File: src/f32rem_pkg.sv
// Package for the binary32 remainder unit: types, constants and the controller command struct.
`default_nettype none
package f32rem_pkg;
  localparam logic [31:0] QNAN_BITS = 32'h7FC0_0000;
  localparam logic [30:0] EXP_ALL = 31'h7F80_0000;
  localparam int MANT_W = 24;
  localparam int EXP_W = 10;

  typedef enum logic [2:0] {
    ST_IDLE,
    ST_NORM,
    ST_LOOP,
    ST_POST,
    ST_PACK
  } state_t;

  // Commands from the controller to the datapath.
  typedef struct packed {
    logic load;
    logic norm;
    logic step;
    logic post;
    logic pack;
  } cmd_t;

  // Status from the datapath to the controller.
  typedef struct packed {
    logic special;
    logic norm_done;
    logic loop_done;
    logic post_done;
  } stat_t;
endpackage
`default_nettype wire

File: src/f32rem_datapath.sv
// Datapath of the binary32 remainder unit: unpack, shift-subtract loop, normalise and pack.
`default_nettype none
module f32rem_datapath
  import f32rem_pkg::*;
(
  input  wire logic        clk,
  input  wire cmd_t        cmd,
  input  wire logic [31:0] in_dividend,
  input  wire logic [31:0] in_divisor,
  output stat_t            stat,
  output logic [31:0]      result
);
  logic [31:0] x_r, x_nxt;
  logic [MANT_W-1:0] mx_r, mx_nxt, my_r, my_nxt;
  logic signed [EXP_W-1:0] ex_r, ex_nxt, ey_r, ey_nxt;
  logic [MANT_W:0] r_r, r_nxt;
  logic [31:0] res_r, res_nxt;
  logic special_r, special_nxt;
  logic [30:0] ax, ay;
  logic [MANT_W:0] r_shl;
  logic signed [EXP_W-1:0] shamt;
  logic [4:0] sh5;

  assign ax = in_dividend[30:0];
  assign ay = in_divisor[30:0];
  assign r_shl = {r_r[MANT_W-1:0], 1'b0};
  assign shamt = EXP_W'(1) - ey_r;
  assign sh5 = (shamt > EXP_W'(31)) ? 5'd31 : shamt[4:0];

  // Status for the controller.
  assign stat.special = special_r;
  assign stat.norm_done = mx_r[MANT_W-1] && my_r[MANT_W-1];
  assign stat.loop_done = (ex_r <= ey_r);
  assign stat.post_done = (r_r == '0) || r_r[MANT_W-1];
  assign result = res_r;

  // Register updates driven by the controller commands.
  always_comb begin
    x_nxt = x_r; mx_nxt = mx_r; my_nxt = my_r; ex_nxt = ex_r; ey_nxt = ey_r;
    r_nxt = r_r; res_nxt = res_r; special_nxt = special_r;
    if (cmd.load) begin
      x_nxt = in_dividend;
      special_nxt = 1'b1;
      if (ax < ay) begin
        res_nxt = (ay > EXP_ALL) ? QNAN_BITS : in_dividend;
      end else if (ay == '0 || ax >= EXP_ALL) begin
        res_nxt = QNAN_BITS;
      end else begin
        special_nxt = 1'b0;
      end
      mx_nxt = {(ax[30:23] != '0), ax[22:0]};
      my_nxt = {(ay[30:23] != '0), ay[22:0]};
      ex_nxt = (ax[30:23] == '0) ? EXP_W'(1) : EXP_W'({2'b00, ax[30:23]});
      ey_nxt = (ay[30:23] == '0) ? EXP_W'(1) : EXP_W'({2'b00, ay[30:23]});
    end else if (cmd.norm) begin
      // One normalising shift per cycle for each subnormal operand.
      if (!mx_r[MANT_W-1]) begin
        mx_nxt = {mx_r[MANT_W-2:0], 1'b0};
        ex_nxt = ex_r - EXP_W'(1);
      end
      if (!my_r[MANT_W-1]) begin
        my_nxt = {my_r[MANT_W-2:0], 1'b0};
        ey_nxt = ey_r - EXP_W'(1);
      end
      if (mx_r[MANT_W-1] && my_r[MANT_W-1]) begin
        r_nxt = ({1'b0, mx_r} >= {1'b0, my_r}) ? {1'b0, mx_r - my_r} : {1'b0, mx_r};
      end
    end else if (cmd.step) begin
      // One remainder bit per exponent step.
      r_nxt = (r_shl >= {1'b0, my_r}) ? r_shl - {1'b0, my_r} : r_shl;
      ex_nxt = ex_r - EXP_W'(1);
    end else if (cmd.post) begin
      r_nxt = r_shl;
      ey_nxt = ey_r - EXP_W'(1);
    end else if (cmd.pack) begin
      if (r_r == '0) begin
        res_nxt = {x_r[31], 31'd0};
      end else if (ey_r >= EXP_W'(1)) begin
        res_nxt = {x_r[31], ey_r[7:0], r_r[22:0]};
      end else begin
        res_nxt = {x_r[31], 31'(r_r[MANT_W-1:0] >> sh5)};
      end
    end
  end

  // Payload registers need no reset.
  always_ff @(posedge clk) begin
    x_r <= x_nxt; mx_r <= mx_nxt; my_r <= my_nxt; ex_r <= ex_nxt; ey_r <= ey_nxt;
    r_r <= r_nxt; res_r <= res_nxt; special_r <= special_nxt;
  end
endmodule
`default_nettype wire

File: src/f32rem_ctrl.sv
// Controller state machine of the binary32 remainder unit.
`default_nettype none
module f32rem_ctrl
  import f32rem_pkg::*;
(
  input  wire logic  clk,
  input  wire logic  rst_n,
  input  wire logic  start,
  input  wire stat_t stat,
  output cmd_t       cmd,
  output logic       busy,
  output logic       done
);
  state_t state_r, state_nxt;
  logic done_r, done_nxt;

  // State register.
  always_ff @(posedge clk) begin
    if (!rst_n) begin
      state_r <= ST_IDLE;
      done_r <= 1'b0;
    end else begin
      state_r <= state_nxt;
      done_r <= done_nxt;
    end
  end

  assign busy = (state_r != ST_IDLE);
  assign done = done_r;

  // Next state and commands.
  always_comb begin
    state_nxt = state_r;
    cmd = '0;
    done_nxt = 1'b0;
    unique case (state_r)
      ST_IDLE: begin
        if (start) begin
          cmd.load = 1'b1;
          state_nxt = ST_NORM;
        end
      end
      ST_NORM: begin
        if (stat.special) begin
          done_nxt = 1'b1;
          state_nxt = ST_IDLE;
        end else begin
          cmd.norm = 1'b1;
          if (stat.norm_done) state_nxt = ST_LOOP;
        end
      end
      ST_LOOP: begin
        if (stat.loop_done) state_nxt = ST_POST;
        else cmd.step = 1'b1;
      end
      ST_POST: begin
        if (stat.post_done) state_nxt = ST_PACK;
        else cmd.post = 1'b1;
      end
      ST_PACK: begin
        cmd.pack = 1'b1;
        done_nxt = 1'b1;
        state_nxt = ST_IDLE;
      end
      default: state_nxt = ST_IDLE;
    endcase
  end
endmodule
`default_nettype wire

File: src/float32_remainder_fmod_unit.sv
// Top level of the binary32 remainder (fmod) unit.
//
// Usage: drive in_dividend and in_divisor with binary32 bit patterns and
// pulse start while busy is low; the request is taken at that edge.
// busy stays high until the result has been produced. The result appears
// on out_remainder for exactly one cycle, marked by out_valid, and the
// receiver cannot hold it off.
// Special cases (NaN, infinite dividend, zero divisor, |x| < |y|) are
// settled at load and skip the loop. Otherwise the unit normalises
// subnormal operands, runs the shift-subtract loop over ex - ey, one
// remainder bit per cycle, and then normalises and packs the remainder.
// One request is in flight at a time; a new one may be taken in the
// cycle in which out_valid is high. Reset (rst_n low, synchronous)
// returns the controller to idle and drops any request in progress.
`default_nettype none
module float32_remainder_fmod_unit
  import f32rem_pkg::*;
(
  input  wire logic        clk,
  input  wire logic        rst_n,
  input  wire logic        start,
  output logic             busy,
  input  wire logic [31:0] in_dividend,
  input  wire logic [31:0] in_divisor,
  output logic             out_valid,
  output logic [31:0]      out_remainder
);
  cmd_t cmd;
  stat_t stat;

  f32rem_ctrl u_ctrl (
    .clk(clk), .rst_n(rst_n), .start(start), .stat(stat),
    .cmd(cmd), .busy(busy), .done(out_valid)
  );

  f32rem_datapath u_dp (
    .clk(clk), .cmd(cmd), .in_dividend(in_dividend), .in_divisor(in_divisor),
    .stat(stat), .result(out_remainder)
  );
endmodule
`default_nettype wire

File: config.mk
export PLATFORM = sky130hd
export DESIGN_NAME = float32_remainder_fmod_unit
export DESIGN_NICKNAME = d
export VERILOG_FILES = /design/src/f32rem_pkg.sv /design/src/f32rem_datapath.sv /design/src/f32rem_ctrl.sv /design/src/float32_remainder_fmod_unit.sv
export SDC_FILE = /design/constraint.sdc
export NUM_CORES = 1
export LEC_CHECK = 0
export BUFFER_PORTS_ARGS = -buffer_cell sky130_fd_sc_hd__buf_2
export CAP_MARGIN = 20
export CORE_UTILIZATION = 55
export CTS_CLUSTER_DIAMETER = 30
export DETAILED_ROUTE_END_ITERATION = 10
export GPL_TIMING_DRIVEN = 0
export PLACE_DENSITY = 0.76
export SKIP_CTS_REPAIR_TIMING = 1
export SLEW_MARGIN = 10
export SYNTH_ARGS = -nofsm -noshare
export SYNTH_HDL_FRONTEND = slang
export SYNTH_SLANG_ARGS = --single-unit
export TNS_END_PERCENT = 5
File: constraint.sdc
create_clock -name clk -period 6.5 [get_ports clk]
set_input_delay 1.625 -clock clk [delete_from_list [all_inputs] [get_ports clk]]
set_output_delay 1.625 -clock clk [all_outputs]
set_load 0.02 [all_outputs]
==> run metrics <==
status finished clean; slowest stage cell on the critical path sky130_fd_sc_hd__clkbuf_1; routed len/inst approximately 24 µm; flip-flop and latch area about 3900 µm²; total I/O pin count roughly 100; clock insertion delay at the later pin of the skew report roughly 430 ps; vias after detailed routing 12000; DP Area 12800 µm²; dominant combinational cell family by area after synthesis compound AO/OA/AOI/OAI gates; clock transition at the register clock pins on the worst setup and hold paths after CTS 60 ps; horizontal die dimension between 100 and 150 µm; design internal power between 2 and 3 mW; number of buffers created by CTS 17; number of antenna violations at the first check in global routing 1; peak supply drop 0.236 mV; number of endpoints with negative hold slack in the final report 0; number of buffer and inverter stages on the critical path 6; Largest stage delay, worst path ~770 ps; Clock Root Buffer sky130_fd_sc_hd__clkbuf_16; maximum fanout along the worst path 14; share of synthesized cell area in and, or, nand and nor gates 0.196; DRC marker count from the first detailed-route iteration roughly 1500; multiplexer area fraction after synthesis 0.0471; upper clock frequency limit slightly below 0.2 GHz; CTS H-tree lvls 4; required time of the critical path roughly 6700 ps; RD Place Congestion approximately 1; synth unique cells 87; EDFF count, synth 127; drt pass-1 iters 5; compound-gate portion of the synthesized area 0.229; ANT nets after route 0; layout net count 1683; number of nets produced by synthesis 1558; headroom to the max-slew limit 0.161; Seq/Total Area, Yosys 0.329; Die H 149 µm; worst clock skew on the final layout about 10 ps; # DRC 0; worst hold-check path type reg2reg; final critical delay including setup and external delays 5120 ps; global-route wire length before repair about 65000 µm; number of vias per cell ~6.6; startpoint type of the worst setup path flop; footprint of the multi-input gates between 7000 and 8000 µm²; main flop type after synthesis sky130_fd_sc_hd__edfxtp_1; Setup crit end kind flop; via count of the first global-routing pass 10900; mean cell area of the mapped netlist roughly 8.5 µm²; most repeated library cell on the critical path sky130_fd_sc_hd__clkbuf_1; worst endpoint data arrival time about 5300 ps; Post-Layout Inst Area roughly 13000 µm²; synthesis warning total 0; Final setup violation count 0; final worst path period share 0.788; Gate Count Post-Synth roughly 1400; Combinational Power Share 0.509; proportion of register bits with asynchronous set or reset after synthesis 0; actual slew at the worst max-slew pin between 1000 and 1500 ps; net switching power around 2.1 mW; adder-cell share of the synthesized area 0.103; switching power as a share of total power 0.438; post-synthesis instance area between 10000 and 15000 µm²; proportion of layout cells with a drive suffix above 1 0.128; Std-Cell Rows 53; area growth from synthesis to layout 13.1%; number of cells traversed by the worst register-to-register path 15; post-detailed-placement half-perimeter wirelength between 30000 and 40000 µm; post-synthesis register bit count around 130; TritonCTS clock tree done; final-layout worst hold slack roughly 570 ps; buffer depth of the longest clock path 2; Power Dens Cells approximately 350 nW/µm²; type of the worst setup path reg2reg; Port Buffers between 90 and 100; hold path depth 2; sequential cell fraction of total power 0.272; number of max-cap violations 0; Max Slew Vio Count 0; critical-path cell list buf_2 > inv_1 > clkbuf_1 > clkbuf_1 > ha_1 > nand4_1 > nor3_1 > nor4b_1 > o311ai_0 > or2_2 > nand2_1 > nor2_1 > nor3_2 > buf_4 > buf_6; number of filler instances in the final layout around 1800; maximum number of pins on one net before global-route repair 19; area of the die 22100 µm²; Top Family by Delay on Critical Path buffers and inverters; final WL roughly 44000 µm; Starting Density 0.562; fraction of synthesized cell area in xor and xnor cells 0.0412; residual overflow from global routing 0; placeable core region 21100 µm²; setup repair after global routing missed its margin no; Crit path depth 15; total routing resource utilization after global routing 0.398; clock network fraction of design power 0.219; reported leakage power 5.69 nW; Clock Sinks 131
-- layer usage --
metal,share of wire,vias up,global-route usage
met4,0.040,0,0.168
met1,0.42,5641,0.557
met2,0.43,774,0.605
met3,0.11,115,0.0700
li1,-,5429,-
met5,0,-,0
-- power by group through the flow --
| stage | Combinational (mW) | Clock (mW) | Sequential (mW) |
|---|---|---|---|
| 6_report | 2.39 | 1.03 | 1.28 |
| 5_1_grt | 2.58 | 1.05 | 1.29 |
| 4_1_cts | 2.32 | 1.02 | 1.27 |
| 3_5_place_dp | 2.30 | 0 | 1.29 |
| 3_3_place_gp | 2.27 | 0 | 1.30 |
| 2_1_floorplan | 1.62 | 0 | 1.28 |
-- area by class of cell --
type / count / area share
clock inverter: 14 / 0.0138
multi-input combinational: 1101 / 0.546
tap: 275 / 0.0257
timing repair buffer: 106 / 0.0429
buffer: 72 / 0.0232
inverter: 91 / 0.0255
clock buffer: 17 / 0.0318
antenna: 1 / 0.000187
sequential: 131 / 0.291
-- worst paths after layout --
check | from | endpoint | slack [ps]
worst min register to register | u_dp.x_r[31] | u_dp.result[31] | 570
worst max-delay path | u_dp.ey_r[1] | u_dp.r_r[10] | 1380
worst max register to register | u_dp.ey_r[1] | u_dp.r_r[10] | 1380
worst min-delay path | u_dp.x_r[31] | u_dp.result[31] | 570
-- metrics by stage --
| step | power, mW | worst slack [ps] | TNS [ps] | util | cells |
|---|---|---|---|---|---|
| floorplan | 2.90 | 808 | 0 | - | 1395 |
| global placement | 3.57 | -733 | -30170 | 0.602 | 1769 |
| detailed placement | 3.59 | 1630 | 0 | 0.606 | 1776 |
| CTS | 4.62 | 1630 | 0 | 0.635 | 1807 |
| global route | 4.92 | 1230 | 0 | 0.635 | 1807 |
| finish | 4.70 | 1380 | 0 | 0.635 | 1808 |
-- tightest hold or removal path: cells and delay by family (launching register included) --
kind	cells	cell delay [ps]
AND/OR/NAND/NOR	1	40
flip-flops	1	320
AO/OA/AOI/OAI	1	80
-- cell usage after synthesis (5+ instances only) --
library cell	count	area share
sky130_fd_sc_hd__a211o_1	8	0.0059
sky130_fd_sc_hd__a211oi_1	17	0.011
sky130_fd_sc_hd__a21o_1	35	0.022
sky130_fd_sc_hd__a21oi_1	72	0.030
sky130_fd_sc_hd__a221o_1	6	0.0051
sky130_fd_sc_hd__a221oi_1	8	0.0059
sky130_fd_sc_hd__a22oi_1	12	0.0076
sky130_fd_sc_hd__a31oi_1	10	0.0053
sky130_fd_sc_hd__and3_1	12	0.0063
sky130_fd_sc_hd__buf_1	7	0.0022
sky130_fd_sc_hd__buf_2	11	0.0046
sky130_fd_sc_hd__clkbuf_1	47	0.015
sky130_fd_sc_hd__edfxtp_1	127	0.32
sky130_fd_sc_hd__ha_1	94	0.099
sky130_fd_sc_hd__inv_1	90	0.029
sky130_fd_sc_hd__mux2_2	12	0.011
sky130_fd_sc_hd__mux2i_1	40	0.034
sky130_fd_sc_hd__nand2_1	192	0.061
sky130_fd_sc_hd__nand2b_1	14	0.0074
sky130_fd_sc_hd__nand3_1	31	0.013
sky130_fd_sc_hd__nand4_1	20	0.011
sky130_fd_sc_hd__nor2_1	121	0.038
sky130_fd_sc_hd__nor2b_1	15	0.0079
sky130_fd_sc_hd__nor3_1	34	0.014
sky130_fd_sc_hd__nor4_1	19	0.010
sky130_fd_sc_hd__o211ai_1	24	0.015
sky130_fd_sc_hd__o21a_1	14	0.0089
sky130_fd_sc_hd__o21ai_0	74	0.031
sky130_fd_sc_hd__o21ai_1	14	0.0059
sky130_fd_sc_hd__o221ai_1	8	0.0059
sky130_fd_sc_hd__o22ai_1	16	0.0085
sky130_fd_sc_hd__o2bb2ai_1	5	0.0037
sky130_fd_sc_hd__o31ai_1	27	0.017
sky130_fd_sc_hd__or2_2	8	0.0042
sky130_fd_sc_hd__or3_1	13	0.0069
sky130_fd_sc_hd__xnor2_1	39	0.029
sky130_fd_sc_hd__xor2_1	13	0.0096
-- state kept, by name, summed over array words and instances, names as in the netlist --
name,cells
u_dp.r_r,25
u_dp.ex_r,10
u_ctrl.state_r,3
u_dp.result,32
u_dp.ey_r,10
u_dp.special_r,1
u_ctrl.done,1
u_dp.mx_r,24
u_dp.x_r,1
u_dp.my_r,24
-- cell families after synthesis --
logic type	after synthesis
AND/OR/NAND/NOR	501
AO/OA/AOI/OAI	397
buffers and inverters	163
flip-flops	131
adder cells (fa/ha/maj)	96
XOR/XNOR	54
multiplexers	53
-- layout by cell type, fill, tap and decap left out, types with 13 or more instances in the layout --
cell / instances
sky130_fd_sc_hd__buf_2: 110
sky130_fd_sc_hd__a21o_1: 35
sky130_fd_sc_hd__o31ai_1: 27
sky130_fd_sc_hd__nand2_1: 192
sky130_fd_sc_hd__o21a_1: 14
sky130_fd_sc_hd__xnor2_1: 39
sky130_fd_sc_hd__nor2_1: 121
sky130_fd_sc_hd__o21ai_0: 72
sky130_fd_sc_hd__a211oi_1: 17
sky130_fd_sc_hd__o21ai_1: 14
sky130_fd_sc_hd__nor4_1: 19
sky130_fd_sc_hd__nand2b_1: 14
sky130_fd_sc_hd__xor2_1: 13
sky130_fd_sc_hd__mux2i_1: 40
sky130_fd_sc_hd__or3_1: 13
sky130_fd_sc_hd__ha_1: 94
sky130_fd_sc_hd__o22ai_1: 16
sky130_fd_sc_hd__clkbuf_16: 17
sky130_fd_sc_hd__edfxtp_1: 127
sky130_fd_sc_hd__o211ai_1: 24
sky130_fd_sc_hd__nand3_1: 31
sky130_fd_sc_hd__clkbuf_1: 47
sky130_fd_sc_hd__a21oi_1: 72
sky130_fd_sc_hd__nor2b_1: 15
sky130_fd_sc_hd__nand4_1: 20
sky130_fd_sc_hd__inv_1: 90
sky130_fd_sc_hd__nor3_1: 32
Note: power is estimated with default switching activity, not from simulation.
